<file path="src/rqsc_pkg.sv">
// Shared constants and control types of the quadrilateral-rectangle collision pipeline.
package rqsc_pkg;

    // Corners per shape and number of quadrilateral edge normals that are tested.
    localparam int NUM_CORNERS   = 4;
    localparam int NUM_QUAD_AXES = 2;

    // Load enables of the two register stages that one submodule holds.
    typedef struct packed {
        logic en_first;
        logic en_second;
    } t_stage_pair;

endpackage

</file>
<file path="src/rqsc_span.sv">
// Fourth and fifth pipeline stages: projection intervals and the final overlap decision.
module rqsc_span #(
    parameter int COORD_BITS = 16
) (
    input  logic                           i_clk,
    input  rqsc_pkg::t_stage_pair          i_ctl,
    input  logic signed [2*COORD_BITS+2:0] i_pq [rqsc_pkg::NUM_QUAD_AXES][rqsc_pkg::NUM_CORNERS],
    input  logic signed [2*COORD_BITS+2:0] i_pb [rqsc_pkg::NUM_QUAD_AXES][rqsc_pkg::NUM_CORNERS],
    input  logic                           i_bhit,
    output logic                           o_bhit,
    output logic                           o_hit
);

    localparam int PW = 2 * COORD_BITS + 3;

    logic signed [PW-1:0] r_pmin [rqsc_pkg::NUM_QUAD_AXES];
    logic signed [PW-1:0] r_pmax [rqsc_pkg::NUM_QUAD_AXES];
    logic signed [PW-1:0] r_tmin [rqsc_pkg::NUM_QUAD_AXES];
    logic signed [PW-1:0] r_tmax [rqsc_pkg::NUM_QUAD_AXES];
    logic                 r_bhit;
    logic                 r_hit;
    logic                 n_hit;

    function automatic logic signed [PW-1:0] min4(input logic signed [PW-1:0] v [4]);
        logic signed [PW-1:0] lo0, lo1;
        lo0  = (v[1] < v[0]) ? v[1] : v[0];
        lo1  = (v[3] < v[2]) ? v[3] : v[2];
        min4 = (lo1 < lo0) ? lo1 : lo0;
    endfunction

    function automatic logic signed [PW-1:0] max4(input logic signed [PW-1:0] v [4]);
        logic signed [PW-1:0] hi0, hi1;
        hi0  = (v[0] < v[1]) ? v[1] : v[0];
        hi1  = (v[2] < v[3]) ? v[3] : v[2];
        max4 = (hi0 < hi1) ? hi1 : hi0;
    endfunction

    always_ff @(posedge i_clk) begin
        if (i_ctl.en_first) begin
            for (int a = 0; a < rqsc_pkg::NUM_QUAD_AXES; a++) begin
                r_pmin[a] <= min4(i_pq[a]);
                r_pmax[a] <= max4(i_pq[a]);
                r_tmin[a] <= min4(i_pb[a]);
                r_tmax[a] <= max4(i_pb[a]);
            end
            r_bhit <= i_bhit;
        end
    end

    // Strict overlap: intervals that only touch at an end point are separated.
    always_comb begin
        n_hit = r_bhit;
        for (int a = 0; a < rqsc_pkg::NUM_QUAD_AXES; a++) begin
            n_hit = n_hit && (r_pmin[a] < r_tmax[a]) && (r_tmin[a] < r_pmax[a]);
        end
    end

    always_ff @(posedge i_clk) begin
        if (i_ctl.en_second) begin
            r_hit <= n_hit;
        end
    end

    assign o_bhit = r_bhit;
    assign o_hit  = r_hit;

endmodule

</file>
<file path="config.mk">
export PLATFORM = sky130hd
export DESIGN_NAME = rqsc_span
export DESIGN_NICKNAME = d
export VERILOG_FILES = /design/src/rqsc_pkg.sv /design/src/rqsc_span.sv
export SDC_FILE = /design/constraint.sdc
export NUM_CORES = 2
export LEC_CHECK = 0
export BUFFER_PORTS_ARGS = -buffer_cell sky130_fd_sc_hd__buf_2
export CAP_MARGIN = 20
export CELL_PAD_IN_SITES_DETAIL_PLACEMENT = 2
export CELL_PAD_IN_SITES_GLOBAL_PLACEMENT = 2
export CORE_UTILIZATION = 38
export CTS_CLUSTER_SIZE = 14
export DETAILED_ROUTE_END_ITERATION = 10
export PLACE_DENSITY = 0.9
export REMOVE_ABC_BUFFERS = 1
export SYNTH_ARGS = -nofsm -noshare
export SYNTH_HDL_FRONTEND = slang
export SYNTH_SLANG_ARGS = --single-unit
</file>
<file path="constraint.sdc">
create_clock -name i_clk -period 12.05 [get_ports i_clk]
set_input_delay 1.8075 -clock i_clk [delete_from_list [all_inputs] [get_ports i_clk]]
set_output_delay 1.8075 -clock i_clk [all_outputs]
set_load 0.1 [all_outputs]
</file>
==> results.yml <==
synthesis:
  synth_seq_area_share_pct: 19.5
  synth_top_area_share_pct: 19.8
  yosys-mux-area-fraction_pct: 8.95
  synth_flop_cell: "edfxtp_1"
  synth_common_cells: "781 x inv_1, 688 x ha_1, 540 x nand2_1"
  async_flop_share_pct: 0
  synth_compound_area_share_pct: 23.5
  synth-seq-cells: 282
  yosysMostFrequentCell: "inv_1"
  syn-cell-area_mm2: 0.0435
  synth_edf_count: 282
  synth_top_family_by_area: "compound AO/OA/AOI/OAI gates"
  synth_warnings: 0
  syn_inst: 5577
  synth-adder-area-share_pct: 19.8
  synth.distinct_cells: 88
  synth_xor_xnor_area_share_pct: 0.288
  synth_area_leaders: "ha_1 20%, edfxtp_1 19%, mux2i_1 8.8%, inv_1 6.7%, nand2_1 4.7%"
  syn_area_per_cell_um2: 7.79
  yosys.area.top_type: "ha_1"
  synthSimpleGateAreaFrac_pct: 18.3
clock_network:
  hold_buffers: 0
  clk_latency_ns: 0.58
  clkTransAtPathRegs_ns: 0.07
  cts_resized: 0
  cts_buffers: 38
  clockBufferDepth: 3
  cts-root-buf: "clkbuf_16"
  cts_sinks: 282
  h-tree-depth: 2
  post-cts-setup-buffers: 0
  cts_tree: "built"
placement:
  gp_congestion: 0.982
  place_hpwl_mm: 175
  place_area_mm2: 0.0476
  post-place-cells: 7405
  dp_slack_ns: 1.91
  portBuffers: 565
floorplan:
  row_count: 123
  die_w_um: 340
  die_y_um: 340
  die_area_mm2: 0.116
  io_pins: 566
  start_util_pct: 38.5
  core_area_mm2: 0.113
global_route:
  grt_antenna_before_repair: 17
  overflow: 0
  grt_start_max_net_pins: 175
  grt_pass1_wl_mm: 346
  grt_pass1_vias: 54400
  grt_util_all_layers_pct: 39.2
timing:
  rsz0062_at_grt: "false"
  setup_viol: 0
  final_hold_viol_count: 0
  finClkSkew_ns: 0.0200
  fin_crit_sh_pct: 83.5
  relSlewSlack_pct: 15.5
  max_freq_mhz: 99.4
  fin_hold_ws_ns: 1.01
  setup_slack_ns: 1.99
  worst_pin_slew_ns: 1.27
  layout_min_cycle_time_ns: 10.06
  slew_viol_final: 0
final_layout:
  drive_gt1_share_pct: 13.4
  finalNetCount: 7203
  area_delta_synth_final_pct: 12.9
  final_design_area_no_fill_mm2: 0.0490
  finalNonFillerCells: 7486
  fillers: 13000
critical_path:
  crit_arrival_ns: 10.45
  ff2ff_path_depth: 10
  end_kind: "flip-flop"
  start_kind: "input port"
  crit_required_ns: 12.45
  criticalPathCategory: "input port to flip-flop"
  rr_startpoint: "r_pmin[0][1]"
  crit_fanout: 46
  reg2reg_slack_ns: 8.00
  rr_endpoint: "o_hit"
min_path:
  min_from: "r_tmin[0][34]"
  holdPathStages: 4
  hp-class: "flip-flop to flip-flop"
  hold-path-endpoint: "o_hit"
route:
  vias_per_cell: 6.60
  wl_per_cell_um: 31.5
  drt-initial-drc-count: 4157
  drt-pass1-iter-count: 6
  drc: 0
  final_antenna_net_count: 0
  vias: 49400
  wirelength_mm: 236
job:
  maxCapViolCount: 0
status:
  outcome: "finished, final reports clean"
power:
  sw_frac_of_total_pct: 50.3
  p_sw_mw: 4.02
  vdd_drop_max_mv: 0.103
  seqPwrFrac_pct: 22.5
  power_density_mw_per_mm2: 163
  leakagePower_nw: 24.9
  intPower_mw: 3.98
  p_clk_share_pct: 15.8
  pwr-share-comb_pct: 61.7
  power_mw: 8.00
[state kept, by name, summed over array words and instances (netlist names)]
signal  cells
r_pmax     70
r_tmin     70
o_hit       1
r_tmax     70
o_bhit      1
r_pmin     70
[final cells by class]
class	instances	area [um2]	share of cell area, %
antenna	9	22.5	0.0459
clock buffer	42	987	2.01
clock inverter	24	280	0.571
inverter	782	2940	5.98
multi-input combinational	4214	31100	63.3
sequential	282	8470	17.3
tap	1500	1880	3.83
timing repair buffer	633	3430	6.99
[power groups by stage]
stage                     logic [mW]  clock network (mW)  registers [mW]
after detailed placement        4.58                   0            1.79
after global routing            5.20                1.29            1.80
after global placement          4.20                   0            1.76
final                           4.93                1.26            1.80
after CTS                       4.77                1.26            1.78
after floorplan                 2.91                   0            1.61
[through the flow]
step | TNS, ns | util (%)
final | 0 | 43.4
after floorplan | -86.11 | -
after CTS | 0 | 43.3
after detailed placement | 0 | 42.2
after global routing | 0 | 43.4
after global placement | 0 | 42.2
[how the worst max path moves through the flow]
stage	startpoint	to	slack, ns
global placement	i_pb[244]	r_tmin[0][7]	2.55
floorplan	i_pb[174]	r_tmin[0][10]	-1.44
finish	i_pq[232]	r_pmin[0][17]	1.99
detailed placement	i_pq[232]	r_pmin[0][17]	1.91
global route	i_pq[232]	r_pmin[0][6]	1.89
CTS	i_pq[232]	r_pmin[0][23]	2.39
[cells in the final DEF (no fill, tap or decap), types with 181 or more instances in the layout]
master / netlist / routed
a21o_1: 209 / 209
ha_1: 688 / 685
nand3_1: 215 / 214
inv_1: 781 / 781
edfxtp_1: 282 / 282
nand2_1: 540 / 539
mux2i_1: 384 / 380
o21ai_0: 182 / 181
buf_2: 48 / 564
nor2_1: 295 / 291
a21oi_1: 361 / 360
[metal layers]
layer | share of wire [%] | GRT usage (%)
met5 | 0.036 | 0
met4 | 10 | 34.6
met3 | 7.3 | 7.03
met2 | 47 | 67.0
met1 | 35 | 41.5
[worst max-delay path, cell delays in order]
cell	delay, ns
buf_2	0.13
inv_1	0.07
ha_1	0.33
a21oi_1	0.17
o21ai_0	0.16
a221oi_1	0.89
o221a_2	0.42
a31o_2	0.21
and2_2	0.15
buf_4	0.54
or2_2	0.57
buf_4	0.60
nor2_1	0.13
a21oi_1	0.23
ha_1	0.30
a21o_1	0.18
a21oi_1	0.22
nor2b_1	0.09
o21ai_0	0.25
o211ai_1	0.19
a2111oi_0	0.68
xnor2_1	0.26
nor3_2	0.80
buf_4	0.61
mux2i_1	0.37
[kinds of logic after synthesis]
family | Yosys count
simple gates | 1654
compound gates | 1477
buf+inv | 1081
fa+ha+maj | 688
mux | 388
flops | 282
xor+xnor | 7
Power figures use the tool's default switching activity.
