### src/rqsc_pkg.sv
// Shared constants and control types of the quadrilateral-rectangle collision pipeline.
package rqsc_pkg;

    // Corners per shape and number of quadrilateral edge normals that are tested.
    localparam int NUM_CORNERS   = 4;
    localparam int NUM_QUAD_AXES = 2;

    // Load enables of the two register stages that one submodule holds.
    typedef struct packed {
        logic en_first;
        logic en_second;
    } t_stage_pair;

endpackage

### src/rqsc_setup.sv
// First pipeline stage: edge normals of the quadrilateral and corners of the rectangle.
module rqsc_setup #(
    parameter int COORD_BITS = 16
) (
    input  logic                         i_clk,
    input  logic                         i_en,
    input  logic signed [COORD_BITS-1:0] i_qx [rqsc_pkg::NUM_CORNERS],
    input  logic signed [COORD_BITS-1:0] i_qy [rqsc_pkg::NUM_CORNERS],
    input  logic signed [COORD_BITS-1:0] i_left,
    input  logic signed [COORD_BITS-1:0] i_top,
    input  logic        [COORD_BITS-2:0] i_width,
    input  logic        [COORD_BITS-2:0] i_height,
    output logic signed [COORD_BITS-1:0] o_qx [rqsc_pkg::NUM_CORNERS],
    output logic signed [COORD_BITS-1:0] o_qy [rqsc_pkg::NUM_CORNERS],
    output logic signed [COORD_BITS:0]   o_nx [rqsc_pkg::NUM_QUAD_AXES],
    output logic signed [COORD_BITS:0]   o_ny [rqsc_pkg::NUM_QUAD_AXES],
    output logic signed [COORD_BITS:0]   o_bx [2],
    output logic signed [COORD_BITS:0]   o_by [2],
    output logic                         o_wh_nz
);

    localparam int CW = COORD_BITS;

    logic signed [CW-1:0] r_qx [rqsc_pkg::NUM_CORNERS];
    logic signed [CW-1:0] r_qy [rqsc_pkg::NUM_CORNERS];
    logic signed [CW:0]   r_nx [rqsc_pkg::NUM_QUAD_AXES];
    logic signed [CW:0]   r_ny [rqsc_pkg::NUM_QUAD_AXES];
    logic signed [CW:0]   r_bx [2];
    logic signed [CW:0]   r_by [2];
    logic                 r_wh_nz;

    logic signed [CW:0]   n_nx [rqsc_pkg::NUM_QUAD_AXES];
    logic signed [CW:0]   n_ny [rqsc_pkg::NUM_QUAD_AXES];
    logic signed [CW:0]   n_bx [2];
    logic signed [CW:0]   n_by [2];

    // The normal of edge P->Q is (-(Qy-Py), Qx-Px); axis 0 is AB, axis 1 is BC.
    always_comb begin
        for (int a = 0; a < rqsc_pkg::NUM_QUAD_AXES; a++) begin
            n_nx[a] = $signed({i_qy[a][CW-1], i_qy[a]}) - $signed({i_qy[a+1][CW-1], i_qy[a+1]});
            n_ny[a] = $signed({i_qx[a+1][CW-1], i_qx[a+1]}) - $signed({i_qx[a][CW-1], i_qx[a]});
        end
        n_bx[0] = $signed({i_left[CW-1], i_left});
        n_bx[1] = $signed({i_left[CW-1], i_left}) + $signed({2'b00, i_width});
        n_by[0] = $signed({i_top[CW-1], i_top});
        n_by[1] = $signed({i_top[CW-1], i_top}) + $signed({2'b00, i_height});
    end

    always_ff @(posedge i_clk) begin
        if (i_en) begin
            r_qx    <= i_qx;
            r_qy    <= i_qy;
            r_nx    <= n_nx;
            r_ny    <= n_ny;
            r_bx    <= n_bx;
            r_by    <= n_by;
            r_wh_nz <= (|i_width) && (|i_height);
        end
    end

    assign o_qx    = r_qx;
    assign o_qy    = r_qy;
    assign o_nx    = r_nx;
    assign o_ny    = r_ny;
    assign o_bx    = r_bx;
    assign o_by    = r_by;
    assign o_wh_nz = r_wh_nz;

endmodule

### config.mk
export PLATFORM = sky130hd
export DESIGN_NAME = rqsc_setup
export DESIGN_NICKNAME = d
export VERILOG_FILES = /design/src/rqsc_pkg.sv /design/src/rqsc_setup.sv
export SDC_FILE = /design/constraint.sdc
export NUM_CORES = 1
export LEC_CHECK = 0
export BUFFER_PORTS_ARGS = -buffer_cell sky130_fd_sc_hd__buf_4
export CAP_MARGIN = 20
export CORE_AREA = 2 2 177 179
export DETAILED_ROUTE_END_ITERATION = 10
export DIE_AREA = 0 0 179 181
export GPL_TIMING_DRIVEN = 0
export PLACE_DENSITY = 0.71
export SLEW_MARGIN = 15
export SYNTH_ARGS = -nofsm -noshare
export SYNTH_HDL_FRONTEND = slang
export SYNTH_SLANG_ARGS = --single-unit
### constraint.sdc
create_clock -name i_clk -period 2.3 [get_ports i_clk]
set_input_delay 0 -clock i_clk [delete_from_list [all_inputs] [get_ports i_clk]]
set_output_delay 0 -clock i_clk [all_outputs]
set_load 0.02 [all_outputs]
==> run summary <==
The maximum fanout along the worst path was 4; the clock slew seen by the registers of the worst setup and hold paths was 0.06 ns. In this run the horizontal extent of the chip is 179 µm. The kind of end point of the critical path was a flop. The total number of yosys warnings is 0, and the synthesized area is 12,600 µm². The synthesized netlist contains 59 unique library cells.

Max-cap violations in this run came to 0. The classification of the worst-slack hold path is in2reg. The finished cells cover 19,500 µm². The tools report the I/O pin total as 457. For this run the aggregate overflow at the end of global routing stands at 0. The run gives 0 as the count of final hold-check violations. The routed design uses 18.8 mm of met2 wire.

Startpoint kind of the worst setup timing path: an input port. The average cell area after synthesis works out to 13.6 µm². Share of synthesized registers carrying an async set or reset: 0. Dividing the detail-routed wire length by the instance count gives 18.5 µm. Buffers inserted during clock tree synthesis total 30. The time the worst path needs with I/O delays and setup was 2.30 ns. The most used flip-flop cell after synthesis is edfxtp_1. The run finished with clean final reports. The area growth from synthesis to final layout is 55.0%. The share of the clock period used by the worst path was 0.998. After floorplanning, the core was sized to cover 30,300 µm².

After detailed placement, the total cell area comes to 16,600 µm². Setup violations remaining at the end of the flow were counted as 0. In this run, synthesis produced a sequential element count of 263.

For this block, wires on met1 add up to 13.4 mm. The starting density of the core is 0.415. Post-synthesis cell type with the largest combined area: edfxtp_1. After synthesis, the cell types taking the most area are edfxtp_1 (63%), ha_1 (9.3%), xnor2_1 (3.1%). The number of routed nets with antenna violations was 0. The global router's overall resource usage is 0.221.

Launching instance or port of the critical path: i_qx[33]. The clock passes through at most 3 buffers. CTS saw 263 sinks.

The fraction of final layout cells sized beyond drive strength 1 is 0.326, and the measured slew at the worst slew-check pin is 0.601 ns. The worst setup path category was in2reg. TritonCTS built the clock tree. The design draws 14.1 mW.

The logs give 37.6 mm for the detailed-route wire length and 0 for the number of pins exceeding their max-slew limit in the final report. The tree is rooted in a clkbuf_16. The instance count of the mapped netlist was 928. The initialized floorplan defines 64 standard-cell rows. The run gives 32,400 µm² as the full die area.

The run gives 26.4 mm as the post-detailed-placement half-perimeter wirelength. Entering global routing, the biggest net connects 113 pins. The portion of synthesized cell area occupied by the leading cell type is 0.628.

Signal routing reaches up to met4. The tools report the number of global-route vias before repair as 10,600. The setup total negative slack is 0 ns. The number of antenna diodes in the final layout is 0. For this run, the top clock speed supported by timing is 0.436 GHz. The floorplan step set the die height to 181 µm. For this run, design rule violations remaining after detail routing come to 0. Timing endpoint of the critical path: o_ny[15].

The cell area power density came out at 725 nW/µm². The deepest level of the CTS H-tree was 1; the relative slew slack was 0.600. The number of port buffers was 456; the share of synthesized area occupied by flip-flops and latches was 0.628. When the netlist entered floorplanning its net count stood at 1,220. The post-detailed-route via-to-cell ratio is 5.08, and the required time of the critical path is 2.59 ns.

VDD sags by at most 0.000669 V. Yosys mapped a number of flops with a built-in enable equal to 263. Wire segments on met3 add up to 3.87 mm in the final route. The logs give 0 for the number of antenna violations at the first check in global routing and 624 for the starting DRC count in detailed routing.

Routability-driven placement finished with a final weighted congestion of 0.926. Before antenna repair, the detailed router went through 5 iterations. Sorting the synthesized cells by how often they occur yields edfxtp_1 (263), ha_1 (94), inv_1 (92).

Leakage power figure: 8.41 nW. By instance count, the leading cell after synthesis is edfxtp_1. In the final design database the tool counted 1,904 nets. The total via count in the routed design was 10,300; the global-route wire length before repair was 55.7 mm.

For the worst setup path, the data arrival time is 2.59 ns.
## metal layers
| metal | GRT usage | vias up |
|---|---|---|
| met3 | 0.0739 | 83 |
| met4 | 0.0940 | 0 |
| li1 | - | 4903 |
| met2 | 0.397 | 474 |
| met1 | 0.234 | 4848 |
| met5 | 0 | - |
## worst min-delay path by stage
stage                to  cells after the start        start
3_3_place_gp    o_qy[1]                      1      i_qy[1]
2_1_floorplan  o_bx[17]                      0    i_left[0]
4_1_cts         o_bx[9]                      3   i_width[9]
3_5_place_dp    o_qy[6]                      1      i_qy[6]
6_report        o_by[9]                      3  i_height[9]
5_1_grt         o_by[8]                      3  i_height[8]
## per-stage QoR
| stage | hold slack (ns) | util | cells | setup slack, ns |
|---|---|---|---|---|
| after global routing | 0.0383 | 0.643 | 2030 | -0.0449 |
| after floorplan | 0.0989 | - | 928 | 0.368 |
| after CTS | 0.00897 | 0.638 | 2024 | 0.00234 |
| after global placement | 0.178 | 0.544 | 1780 | -0.603 |
| after detailed placement | 0.180 | 0.546 | 1782 | -0.0462 |
| final | 0.0323 | 0.643 | 2030 | 0.00383 |
## area by class of cell
cell class | instances | area (µm²)
Multi-Input combinational cell | 566 | 4390
Timing Repair Buffer | 652 | 5430
Fill cell | 2141 | 10800
Sequential cell | 263 | 7900
Buffer | 7 | 33.8
Inverter | 92 | 345
Tap cell | 396 | 495
Clock buffer | 35 | 769
Clock inverter | 19 | 145
## sequential cells by signal, indices dropped and copies added (netlist names)
name,cells
o_bx,33
o_by,33
o_nx,34
o_ny,34
o_qx,64
o_qy,64
o_wh_nz,1
## cell families after synthesis
logic type,Yosys count,synth area share
adder cells (fa/ha/maj),100,0.103
buffers and inverters,99,0.0301
flip-flops,263,0.628
XOR/XNOR,69,0.0480
AO/OA/AOI/OAI,231,0.124
AND/OR/NAND/NOR,166,0.0669
## power by group
group	leakage [nW]	internal (mW)	switching, mW	total (mW)
logic	5.41	1.65	2.00	3.65
registers	2.57	5.93	0.155	6.08
clock network	0.432	2.51	1.91	4.42
## worst max-delay path: stages
cell and delay, ns:
dlygate4sd3_1 0.54, buf_4 0.16, inv_1 0.14, ha_1 0.24
nor2b_1 0.14, o31a_1 0.31, o31ai_4 0.32, nor2_1 0.15
a2111oi_1 0.48, a311oi_1 0.10
## timing repair
item / 4_1_cts / 5_1_grt
resized for setup: 0 / 25
setup endpoints to repair: 0 / 15
endpoints found under the hold margin: 284 / 2
setup buffers: 0 / 5
hold buffers: 188 / 2
## cells in the final DEF (no fill, tap or decap), drive strengths merged, types with 4 or more instances in the layout
master,count
buf,464
edfxtp,263
dlygate4sd3,188
ha,94
inv,94
a21oi,61
o21ai,49
xnor2,45
nor2,43
clkbuf,40
nand2,32
xor2,24
a21o,21
nor4,15
nor2b,15
o21a,13
clkinv,12
nand3,11
nand2b,10
a31oi,10
o21bai,9
nor3,9
a211oi,9
nand4,8
a211o,6
a311oi,6
and3,6
fa,6
o31ai,6
o211ai,5
o31a,5
or4,4
and2,4
clkinvlp,4
No activity file was read; power rests on OpenSTA's default activity.
